<file path="src/rtl/gscm_pkg.sv">
// Shared types and constants for the gradient stop colormap unit.
// Depends on nothing; imported by every module of the block.
`timescale 1ns / 1ps

package gscm_pkg;

   localparam int MAX_STOPS_DEF = 6;
   localparam int LEVEL_COUNT   = 256;
   localparam int STOP_REGS     = 6;
   localparam int CSR_IDX_W     = 3;
   localparam int CSR_DATA_W    = 32;
   localparam int STOP_CNT_W    = 3;
   localparam int QUEUE_DEPTH   = 4;
   localparam int CHANNELS      = 3;
   localparam int QUOT_W        = 8;
   localparam int NUM_W         = 17;
   localparam int DEN_W         = 9;

   // Highest level that reaches the search; larger codes saturate here.
   localparam logic [7:0] LEVEL_MAX =
      (LEVEL_COUNT > 256) ? 8'hFF : 8'(LEVEL_COUNT - 1);

   // Register indexes
   localparam logic [CSR_IDX_W-1:0] REG_STOP_COUNT = 3'd0;
   localparam logic [CSR_IDX_W-1:0] REG_STOP_0     = 3'd1;

   localparam logic [STOP_CNT_W-1:0] STOP_COUNT_RST = 3'd2;
   localparam logic [CSR_DATA_W-1:0] STOP_1_RST     = 32'hFFFF_FFFF;

   typedef struct packed {
      logic [7:0] pos;
      logic [7:0] red;
      logic [7:0] green;
      logic [7:0] blue;
   } stop_type;

   // Segment chosen by the search, span forced to 1 with zero distance
   // when the stops do not rise.
   typedef struct packed {
      logic [7:0] span;
      logic [7:0] delta;
      stop_type   a;
      stop_type   b;
   } seg_type;

   // Queue entry: rounding numerators and the doubled span.
   typedef struct packed {
      logic [NUM_W-1:0] num_r;
      logic [NUM_W-1:0] num_g;
      logic [NUM_W-1:0] num_b;
      logic [DEN_W-1:0] den;
   } item_type;

endpackage

</file>
<file path="src/rtl/gradient_stop_colormap_unit.sv">
// Gradient stop colormap: level in, interpolated RGB out.
// Throughput: one item per cycle; the front pipe, the queue and the
// 8-stage divider pipe each move every cycle while rsp_tready is high.
// Reset: synchronous, active high; clears the pipes and the queue and
// loads stop_count = 2, stop_1 = all ones, other stops zero.
`timescale 1ns / 1ps

module gradient_stop_colormap_unit import gscm_pkg::*; #(
   parameter int MAX_STOPS = MAX_STOPS_DEF
) (
   input  logic                  clock,
   input  logic                  reset,
   // Register write port
   input  logic                  csr_we,
   input  logic [CSR_IDX_W-1:0]  csr_index,
   input  logic [CSR_DATA_W-1:0] csr_wdata,
   // Input stream
   input  logic                  req_tvalid,
   output logic                  req_tready,
   input  logic [7:0]            req_tdata,   // [7:0] level
   // Result stream
   output logic                  rsp_tvalid,
   input  logic                  rsp_tready,
   output logic [23:0]           rsp_tdata    // [7:0] red, [15:8] green, [23:16] blue
);

   // Front end to queue
   logic       front_valid;
   logic       front_ready;
   item_type   front_item;

   // Queue to divider pipe
   logic       queue_valid;
   logic       queue_ready;
   item_type   queue_item;

   logic [7:0] red;
   logic [7:0] green;
   logic [7:0] blue;

   // Front end: hold the stop registers, saturate the level, find the
   // segment and build the rounding numerators over two stages. It stalls
   // only when the queue is full.
   gscm_front #(
      .MAX_STOPS (MAX_STOPS)
   ) u_front (
      .clock     (clock),
      .reset     (reset),
      .csr_we    (csr_we),
      .csr_index (csr_index),
      .csr_wdata (csr_wdata),
      .in_valid  (req_tvalid),
      .in_ready  (req_tready),
      .in_level  (req_tdata),
      .out_valid (front_valid),
      .out_ready (front_ready),
      .out_item  (front_item)
   );

   // Decouple the two halves so a stalled result side does not stop
   // the front end at once.
   gscm_queue u_queue (
      .clock     (clock),
      .reset     (reset),
      .in_valid  (front_valid),
      .in_ready  (front_ready),
      .in_item   (front_item),
      .out_valid (queue_valid),
      .out_ready (queue_ready),
      .out_item  (queue_item)
   );

   // Back end: divide each numerator by twice the span, one quotient bit
   // per stage; the last stage is the output register.
   gscm_back u_back (
      .clock     (clock),
      .reset     (reset),
      .in_valid  (queue_valid),
      .in_ready  (queue_ready),
      .in_item   (queue_item),
      .out_valid (rsp_tvalid),
      .out_ready (rsp_tready),
      .out_red   (red),
      .out_green (green),
      .out_blue  (blue)
   );

   assign rsp_tdata = {blue, green, red};

endmodule

</file>
<file path="src/rtl/gscm_front.sv">
// Front end: configuration registers, stop search and numerator build.
// Depends on gscm_pkg.
`timescale 1ns / 1ps

module gscm_front import gscm_pkg::*; #(
   parameter int MAX_STOPS = MAX_STOPS_DEF
) (
   input  logic                  clock,
   input  logic                  reset,
   input  logic                  csr_we,
   input  logic [CSR_IDX_W-1:0]  csr_index,
   input  logic [CSR_DATA_W-1:0] csr_wdata,
   input  logic                  in_valid,
   output logic                  in_ready,
   input  logic [7:0]            in_level,
   output logic                  out_valid,
   input  logic                  out_ready,
   output item_type              out_item
);

   localparam int CNT_W = $clog2(MAX_STOPS + 1);
   localparam int IDX_W = $clog2(MAX_STOPS);
   localparam logic [3:0] MAX_CNT = 4'(MAX_STOPS);

   logic [STOP_CNT_W-1:0]       stop_count_ff, stop_count_in;
   stop_type [MAX_STOPS-1:0]    stops_ff, stops_in;
   logic                        a_valid_ff, a_valid_in;
   seg_type                     a_seg_ff, a_seg_in;
   logic                        b_valid_ff, b_valid_in;
   item_type                    b_item_ff, b_item_in;

   logic                        advance;
   logic [7:0]                  lvl;
   logic [3:0]                  cnt_ext;
   logic [CNT_W-1:0]            n_use;
   logic [IDX_W-1:0]            k_idx, kb_idx;
   logic [CNT_W-1:0]            k_next;
   logic                        stop_found;
   stop_type                    sa, sb;

   function automatic logic [NUM_W-1:0] mix_num(input logic [7:0] ca, input logic [7:0] cb,
                                                input logic [7:0] d, input logic [7:0] span);
      logic [15:0] prod_a;
      logic [15:0] prod_b;
      logic [15:0] num;
      prod_a = {8'd0, ca} * {8'd0, 8'(span - d)};
      prod_b = {8'd0, cb} * {8'd0, d};
      num    = prod_a + prod_b;
      return {num, 1'b0} + {9'd0, span};
   endfunction

   // Register writes
   always_comb begin
      stop_count_in = stop_count_ff;
      stops_in      = stops_ff;
      if (csr_we) begin
         if (csr_index == REG_STOP_COUNT) begin
            stop_count_in = csr_wdata[STOP_CNT_W-1:0];
         end
         for (int i = 0; i < MAX_STOPS; i++) begin
            if ((i < STOP_REGS) && (csr_index == REG_STOP_0 + CSR_IDX_W'(i))) begin
               stops_in[i] = stop_type'(csr_wdata);
            end
         end
      end
   end

   // Segment search: first stop whose successor does not lie strictly below the level
   always_comb begin
      lvl     = (in_level > LEVEL_MAX) ? LEVEL_MAX : in_level;
      cnt_ext = {1'b0, stop_count_ff};
      if (cnt_ext == 4'd0) begin
         n_use = CNT_W'(1);
      end else if (cnt_ext > MAX_CNT) begin
         n_use = CNT_W'(MAX_STOPS);
      end else begin
         n_use = CNT_W'(cnt_ext);
      end

      k_idx      = '0;
      stop_found = 1'b0;
      for (int i = 1; i < MAX_STOPS; i++) begin
         if (!stop_found) begin
            if ((CNT_W'(i) < n_use) && (stops_ff[i].pos < lvl)) begin
               k_idx = IDX_W'(i);
            end else begin
               stop_found = 1'b1;
            end
         end
      end

      k_next = CNT_W'(k_idx) + CNT_W'(1);
      kb_idx = (k_next < n_use) ? IDX_W'(k_next) : IDX_W'(n_use - CNT_W'(1));

      sa = '0;
      sb = '0;
      for (int i = 0; i < MAX_STOPS; i++) begin
         if (k_idx == IDX_W'(i)) begin
            sa = stops_ff[i];
         end
         if (kb_idx == IDX_W'(i)) begin
            sb = stops_ff[i];
         end
      end

      a_seg_in   = '0;
      a_seg_in.a = sa;
      a_seg_in.b = sb;
      if (sb.pos > sa.pos) begin
         a_seg_in.span = sb.pos - sa.pos;
         if (lvl <= sa.pos) begin
            a_seg_in.delta = 8'd0;
         end else if (lvl - sa.pos > a_seg_in.span) begin
            a_seg_in.delta = a_seg_in.span;
         end else begin
            a_seg_in.delta = lvl - sa.pos;
         end
      end else begin
         a_seg_in.span  = 8'd1;
         a_seg_in.delta = 8'd0;
      end
   end

   // Two-stage pipe, held as one while the queue is full
   always_comb begin
      advance         = !b_valid_ff || out_ready;
      a_valid_in      = in_valid;
      b_valid_in      = a_valid_ff;
      b_item_in.num_r = mix_num(a_seg_ff.a.red, a_seg_ff.b.red, a_seg_ff.delta, a_seg_ff.span);
      b_item_in.num_g = mix_num(a_seg_ff.a.green, a_seg_ff.b.green, a_seg_ff.delta,
                                a_seg_ff.span);
      b_item_in.num_b = mix_num(a_seg_ff.a.blue, a_seg_ff.b.blue, a_seg_ff.delta,
                                a_seg_ff.span);
      b_item_in.den   = {a_seg_ff.span, 1'b0};
   end

   assign in_ready  = advance;
   assign out_valid = b_valid_ff;
   assign out_item  = b_item_ff;

   always_ff @(posedge clock) begin
      if (reset) begin
         stop_count_ff <= STOP_COUNT_RST;
         for (int i = 0; i < MAX_STOPS; i++) begin
            if (i == 1) begin
               stops_ff[i] <= stop_type'(STOP_1_RST);
            end else begin
               stops_ff[i] <= '0;
            end
         end
         a_valid_ff    <= 1'b0;
         b_valid_ff    <= 1'b0;
      end else begin
         stop_count_ff <= stop_count_in;
         stops_ff      <= stops_in;
         if (advance) begin
            a_valid_ff <= a_valid_in;
            b_valid_ff <= b_valid_in;
         end
      end
   end

   always_ff @(posedge clock) begin
      if (advance) begin
         a_seg_ff  <= a_seg_in;
         b_item_ff <= b_item_in;
      end
   end

endmodule

</file>
<file path="src/rtl/gscm_queue.sv">
// Short queue between the front end and the divider pipe.
// Depends on gscm_pkg.
`timescale 1ns / 1ps

module gscm_queue import gscm_pkg::*; (
   input  logic     clock,
   input  logic     reset,
   input  logic     in_valid,
   output logic     in_ready,
   input  item_type in_item,
   output logic     out_valid,
   input  logic     out_ready,
   output item_type out_item
);

   localparam int PTR_W = $clog2(QUEUE_DEPTH);
   localparam int CNT_W = $clog2(QUEUE_DEPTH + 1);

   item_type           slot_ff [QUEUE_DEPTH];
   logic [PTR_W-1:0]   wr_ptr_ff, wr_ptr_in;
   logic [PTR_W-1:0]   rd_ptr_ff, rd_ptr_in;
   logic [CNT_W-1:0]   count_ff, count_in;
   logic               push;
   logic               pop;

   always_comb begin
      push      = in_valid && in_ready;
      pop       = out_valid && out_ready;
      wr_ptr_in = wr_ptr_ff;
      rd_ptr_in = rd_ptr_ff;
      count_in  = count_ff;
      if (push) begin
         wr_ptr_in = (wr_ptr_ff == PTR_W'(QUEUE_DEPTH - 1)) ? '0 : wr_ptr_ff + PTR_W'(1);
      end
      if (pop) begin
         rd_ptr_in = (rd_ptr_ff == PTR_W'(QUEUE_DEPTH - 1)) ? '0 : rd_ptr_ff + PTR_W'(1);
      end
      if (push && !pop) begin
         count_in = count_ff + CNT_W'(1);
      end else if (pop && !push) begin
         count_in = count_ff - CNT_W'(1);
      end
   end

   assign in_ready  = (count_ff != CNT_W'(QUEUE_DEPTH));
   assign out_valid = (count_ff != '0);
   assign out_item  = slot_ff[rd_ptr_ff];

   always_ff @(posedge clock) begin
      if (reset) begin
         wr_ptr_ff <= '0;
         rd_ptr_ff <= '0;
         count_ff  <= '0;
      end else begin
         wr_ptr_ff <= wr_ptr_in;
         rd_ptr_ff <= rd_ptr_in;
         count_ff  <= count_in;
      end
   end

   always_ff @(posedge clock) begin
      if (push) begin
         slot_ff[wr_ptr_ff] <= in_item;
      end
   end

   a_count_bound: assert property (@(posedge clock) disable iff (reset)
      count_ff <= CNT_W'(QUEUE_DEPTH))
      else $error("queue fill count above depth");

   a_push_count: assert property (@(posedge clock) disable iff (reset)
      (push && !pop) |=> (count_ff == $past(count_ff) + CNT_W'(1)))
      else $error("queue count missed a transfer in");

   a_pop_count: assert property (@(posedge clock) disable iff (reset)
      (pop && !push) |=> (count_ff == $past(count_ff) - CNT_W'(1)))
      else $error("queue count missed a transfer out");

   a_push_shows: assert property (@(posedge clock) disable iff (reset)
      (push && (count_ff == '0)) |=> out_valid)
      else $error("entry pushed into empty queue not presented");

endmodule

</file>
<file path="src/rtl/gscm_back.sv">
// Back end: pipelined restoring divider, one quotient bit per stage,
// three channels side by side. Depends on gscm_pkg.
`timescale 1ns / 1ps

module gscm_back import gscm_pkg::*; (
   input  logic        clock,
   input  logic        reset,
   input  logic        in_valid,
   output logic        in_ready,
   input  item_type    in_item,
   output logic        out_valid,
   input  logic        out_ready,
   output logic [7:0]  out_red,
   output logic [7:0]  out_green,
   output logic [7:0]  out_blue
);

   localparam int STAGES = QUOT_W;

   logic [STAGES-1:0]  vld_ff, vld_in;
   logic [NUM_W-1:0]   rem_ff [STAGES][CHANNELS];
   logic [NUM_W-1:0]   rem_in [STAGES][CHANNELS];
   logic [QUOT_W-1:0]  quo_ff [STAGES][CHANNELS];
   logic [QUOT_W-1:0]  quo_in [STAGES][CHANNELS];
   logic [DEN_W-1:0]   den_ff [STAGES];
   logic [DEN_W-1:0]   den_in [STAGES];
   logic               advance;

   always_comb begin
      logic [NUM_W-1:0]  src_rem [CHANNELS];
      logic [QUOT_W-1:0] src_quo [CHANNELS];
      logic [DEN_W-1:0]  src_den;
      logic              src_vld;
      logic [NUM_W:0]    dsh;
      logic [NUM_W:0]    diff;

      advance = !vld_ff[STAGES-1] || out_ready;
      for (int s = 0; s < STAGES; s++) begin
         if (s == 0) begin
            src_rem[0] = in_item.num_r;
            src_rem[1] = in_item.num_g;
            src_rem[2] = in_item.num_b;
            for (int c = 0; c < CHANNELS; c++) begin
               src_quo[c] = '0;
            end
            src_den = in_item.den;
            src_vld = in_valid;
         end else begin
            for (int c = 0; c < CHANNELS; c++) begin
               src_rem[c] = rem_ff[s-1][c];
               src_quo[c] = quo_ff[s-1][c];
            end
            src_den = den_ff[s-1];
            src_vld = vld_ff[s-1];
         end
         dsh = (NUM_W + 1)'(src_den) << (STAGES - 1 - s);
         for (int c = 0; c < CHANNELS; c++) begin
            diff         = {1'b0, src_rem[c]} - dsh;
            rem_in[s][c] = src_rem[c];
            quo_in[s][c] = src_quo[c];
            if (!diff[NUM_W]) begin
               rem_in[s][c]                 = diff[NUM_W-1:0];
               quo_in[s][c][STAGES - 1 - s] = 1'b1;
            end
         end
         den_in[s] = src_den;
         vld_in[s] = src_vld;
      end
   end

   assign in_ready  = advance;
   assign out_valid = vld_ff[STAGES-1];
   assign out_red   = quo_ff[STAGES-1][0];
   assign out_green = quo_ff[STAGES-1][1];
   assign out_blue  = quo_ff[STAGES-1][2];

   always_ff @(posedge clock) begin
      if (reset) begin
         vld_ff <= '0;
      end else if (advance) begin
         vld_ff <= vld_in;
      end
   end

   always_ff @(posedge clock) begin
      if (advance) begin
         rem_ff <= rem_in;
         quo_ff <= quo_in;
         den_ff <= den_in;
      end
   end

endmodule

</file>
<file path="config.mk">
export PLATFORM = sky130hd
export DESIGN_NAME = gradient_stop_colormap_unit
export DESIGN_NICKNAME = d
export VERILOG_FILES = /design/src/rtl/gscm_pkg.sv /design/src/rtl/gradient_stop_colormap_unit.sv /design/src/rtl/gscm_front.sv /design/src/rtl/gscm_queue.sv /design/src/rtl/gscm_back.sv
export SDC_FILE = /design/constraint.sdc
export NUM_CORES = 2
export LEC_CHECK = 0
export BUFFER_PORTS_ARGS = -buffer_cell sky130_fd_sc_hd__buf_2
export CORE_MARGIN = 5
export CORE_UTILIZATION = 35
export DETAILED_ROUTE_END_ITERATION = 12
export RECOVER_POWER = 100
export SLEW_MARGIN = 25
export SYNTH_ARGS = -nofsm -noshare
export SYNTH_HDL_FRONTEND = slang
export SYNTH_SLANG_ARGS = --single-unit
</file>
<file path="constraint.sdc">
create_clock -name clock -period 43.2 [get_ports clock]
set_input_delay 8.64 -clock clock [delete_from_list [all_inputs] [get_ports clock]]
set_output_delay 8.64 -clock clock [all_outputs]
set_load 0.05 [all_outputs]
</file>
==> run metrics <==
outcome=complete, but fails checks; failing checks=max-capacitance violations, max-slew violations; Compound-Gate Fraction of Synth Area=10.5%; worst min path class=flip-flop to flip-flop; final wirelength=153000 um; DRC viols=0; WL met1=65400 um; largest net degree at the start of global routing=166; Max Clk Rate=0.0491 GHz; antenna violations before repair=3; Layout area overhead=10.4%; final hold violation count=0; Post-synth EDFFs=844; Layout fillers=17300; worst-margin pin slew=8.26 ns; cts hold-fix bufs=0; routed length on met2=76300 um; RSZ-0062 raised after global routing=false; I/O Buffers=73; Hold Slack=0.413 ns; core box area=181000 um2; final worst slack=22.82 ns; Synth Area in Simple Gates=12.4%; Total Routing Usage GR=16.0%; clock tree buffer depth=3; Synth Net Count=6624; Nets=6660; worst-path fanout max=165; Met3 Wirelength=7090 um; Seq/Total Area, Yosys=46.6%; Setup Buffers After CTS=0; Post-DRT Antenna Nets=0; Synth Register Bits=1058; Die W=436 um; fin area=70300 um2; hold depth=0; DIE AREA=190000 um2; Initial DRC Count=2700; global-route wire length before repair=243000 um; max layer used=met4; CTS root buffer=clkbuf_16; Synth Area in Adders=19.4%; Gate Count Post-Synth=5781; xor/xnor share of the synthesized area=3.03%; post-detailed-route wirelength per cell=18.5 um; worst path arrival time=20.67 ns; # clock sinks=1058; I/O pin total=74; Distinct cells, synth=87; number of global-route vias before repair=42800; # rows=156; RD Place Congestion=0.880; Initial Utilization=35.2%; Synth area leaders=edfxtp_1, fa_1, ha_1, dfxtp_1, nand2_1; worst relative slew slack=-451%; final setup fails=0; worst slack at placement=25.86 ns; largest family of logic cells by synthesized area=adder cells; ys async rst share=0%; chip height=436 um; post-synthesis mux area share=3.26%; dpl cell area=66700 um2; vias per std cell=5.04; synth warn=0; # Max-Cap Violations=23; Vias=41800; CTS resizes=0; synthesized area=63600 um2; clk slew on worst S/H paths=0.06 ns; post-route clock skew=0.0610 ns; max-slew violations=1233; final setup TNS=0 ns; Tcrit/Tclk final=47.2%; gr ovfl total=0; critical path class=input port to flip-flop; CTS tree=yes; H-tree depth=3; r2r worst-path depth=4; DRT Pass-1 Iters=6; Critical Path Source Type=input port; share of layout cells above drive strength 1=6.29%; Mean Syn Cell Area=11.0 um2; Top FF cell, synth=edfxtp_1; Period minus WS final=20.38 ns; top cell type's share of synthesized area=39.8%; Crit. End Element=flip-flop; Synth area leader=edfxtp_1; CP required=43.49 ns; total CTS buffers=111; clock latency at the later pin of the worst-skew pair=0.75 ns; HPWL after detailed placement=113000 um
==> layout by cell type, fill, tap and decap left out, types with 92 or more instances in the layout <==
| cell | Yosys | routed |
|---|---|---|
| clkbuf_16 | 0 | 114 |
| xor2_1 | 97 | 97 |
| a21o_1 | 92 | 92 |
| ha_1 | 479 | 478 |
| fa_1 | 316 | 316 |
| inv_1 | 587 | 587 |
| nor2_1 | 281 | 277 |
| dfxtp_1 | 214 | 213 |
| nand2_1 | 831 | 829 |
| xnor2_1 | 123 | 119 |
| o21ai_0 | 236 | 240 |
| edfxtp_1 | 844 | 844 |
| a21oi_1 | 365 | 365 |
| and2_1 | 222 | 203 |
==> registers in the layout, indices dropped and copies added (netlist names), 2 cells and up, named ones only <==
register / count
u_back.den_ff: 49
u_front.a_seg_ff: 64
u_back.vld_ff: 8
u_queue.rd_ptr_ff: 2
u_back.out_green: 8
u_back.out_blue: 8
u_back.rem_ff: 343
u_back.out_red: 8
u_front.stop_count_ff: 3
u_front.out_item: 56
u_queue.count_ff: 3
u_front.stops_ff: 192
u_queue.wr_ptr_ff: 2
u_back.quo_ff: 84
u_queue.slot_ff: 224
==> metal layers <==
layer | GRT usage, % | vias up
met2 | 28.4 | 926
met4 | 4.73 | 0
li1 | - | 20100
met3 | 2.36 | 239
met5 | 0 | -
met1 | 20.3 | 20500
==> cell usage after synthesis, types with 91 or more instances <==
library cell and instances:
ha_1 479, and2_1 222, inv_1 587, clkbuf_1 167, xnor2_1 123, edfxtp_1 844, dfxtp_1 214, fa_1 316
nand2_1 831, a21o_1 92, o21ai_0 236, nor2_1 281, xor2_1 97, nor2b_1 91, a21oi_1 365
==> area by class of cell <==
cell class                      count  area (um2)  area share [%]
Tap cell                         2370        2970            4.22
Inverter                          593        2230            3.17
Timing Repair Buffer              132         683           0.972
Clock buffer                      145        3020            4.30
Sequential cell                  1058       29600            42.2
Clock inverter                     66         754            1.07
Antenna cell                        1        2.50         0.00356
Multi-Input combinational cell   3921       31000            44.1
==> final timing paths <==
| check | to | start | slack [ns] |
|---|---|---|---|
| max reg2reg | u_back.rem_ff[350]$_DFFE_PN_ | u_back.vld_ff[7]$_SDFFE_PP0N_ | 30.42 |
| min | u_back.rem_ff[327]$_DFFE_PN_ | u_back.rem_ff[378]$_DFFE_PN_ | 0.41 |
| min reg2reg | u_back.rem_ff[327]$_DFFE_PN_ | u_back.rem_ff[378]$_DFFE_PN_ | 0.41 |
| max | u_back.rem_ff[350]$_DFFE_PN_ | rsp_tready | 22.82 |
==> metrics by stage <==
| step | cells | util (%) |
|---|---|---|
| after floorplan | 5781 | - |
| after global placement | 8071 | 36.9 |
| after detailed placement | 8072 | 36.9 |
| after CTS | 8283 | 39.0 |
| after global routing | 8286 | 38.9 |
| final | 8286 | 38.9 |
==> kinds of logic after synthesis <==
group | after synthesis
AND/OR/NAND/NOR | 1704
AO/OA/AOI/OAI | 1062
flip-flops | 1058
buffers and inverters | 802
adder cells (fa/ha/maj) | 795
XOR/XNOR | 220
multiplexers | 140
==> worst max-delay path, cell delays in order <==
cell        delay (ns)
buf_2             0.07
nor2b_1           0.12
clkinvlp_2        2.77
clkbuf_1          5.96
clkbuf_1          2.71
Power is not shown: default switching activity piles up to over one toggle a cycle in this logic, so the estimate is an artifact.
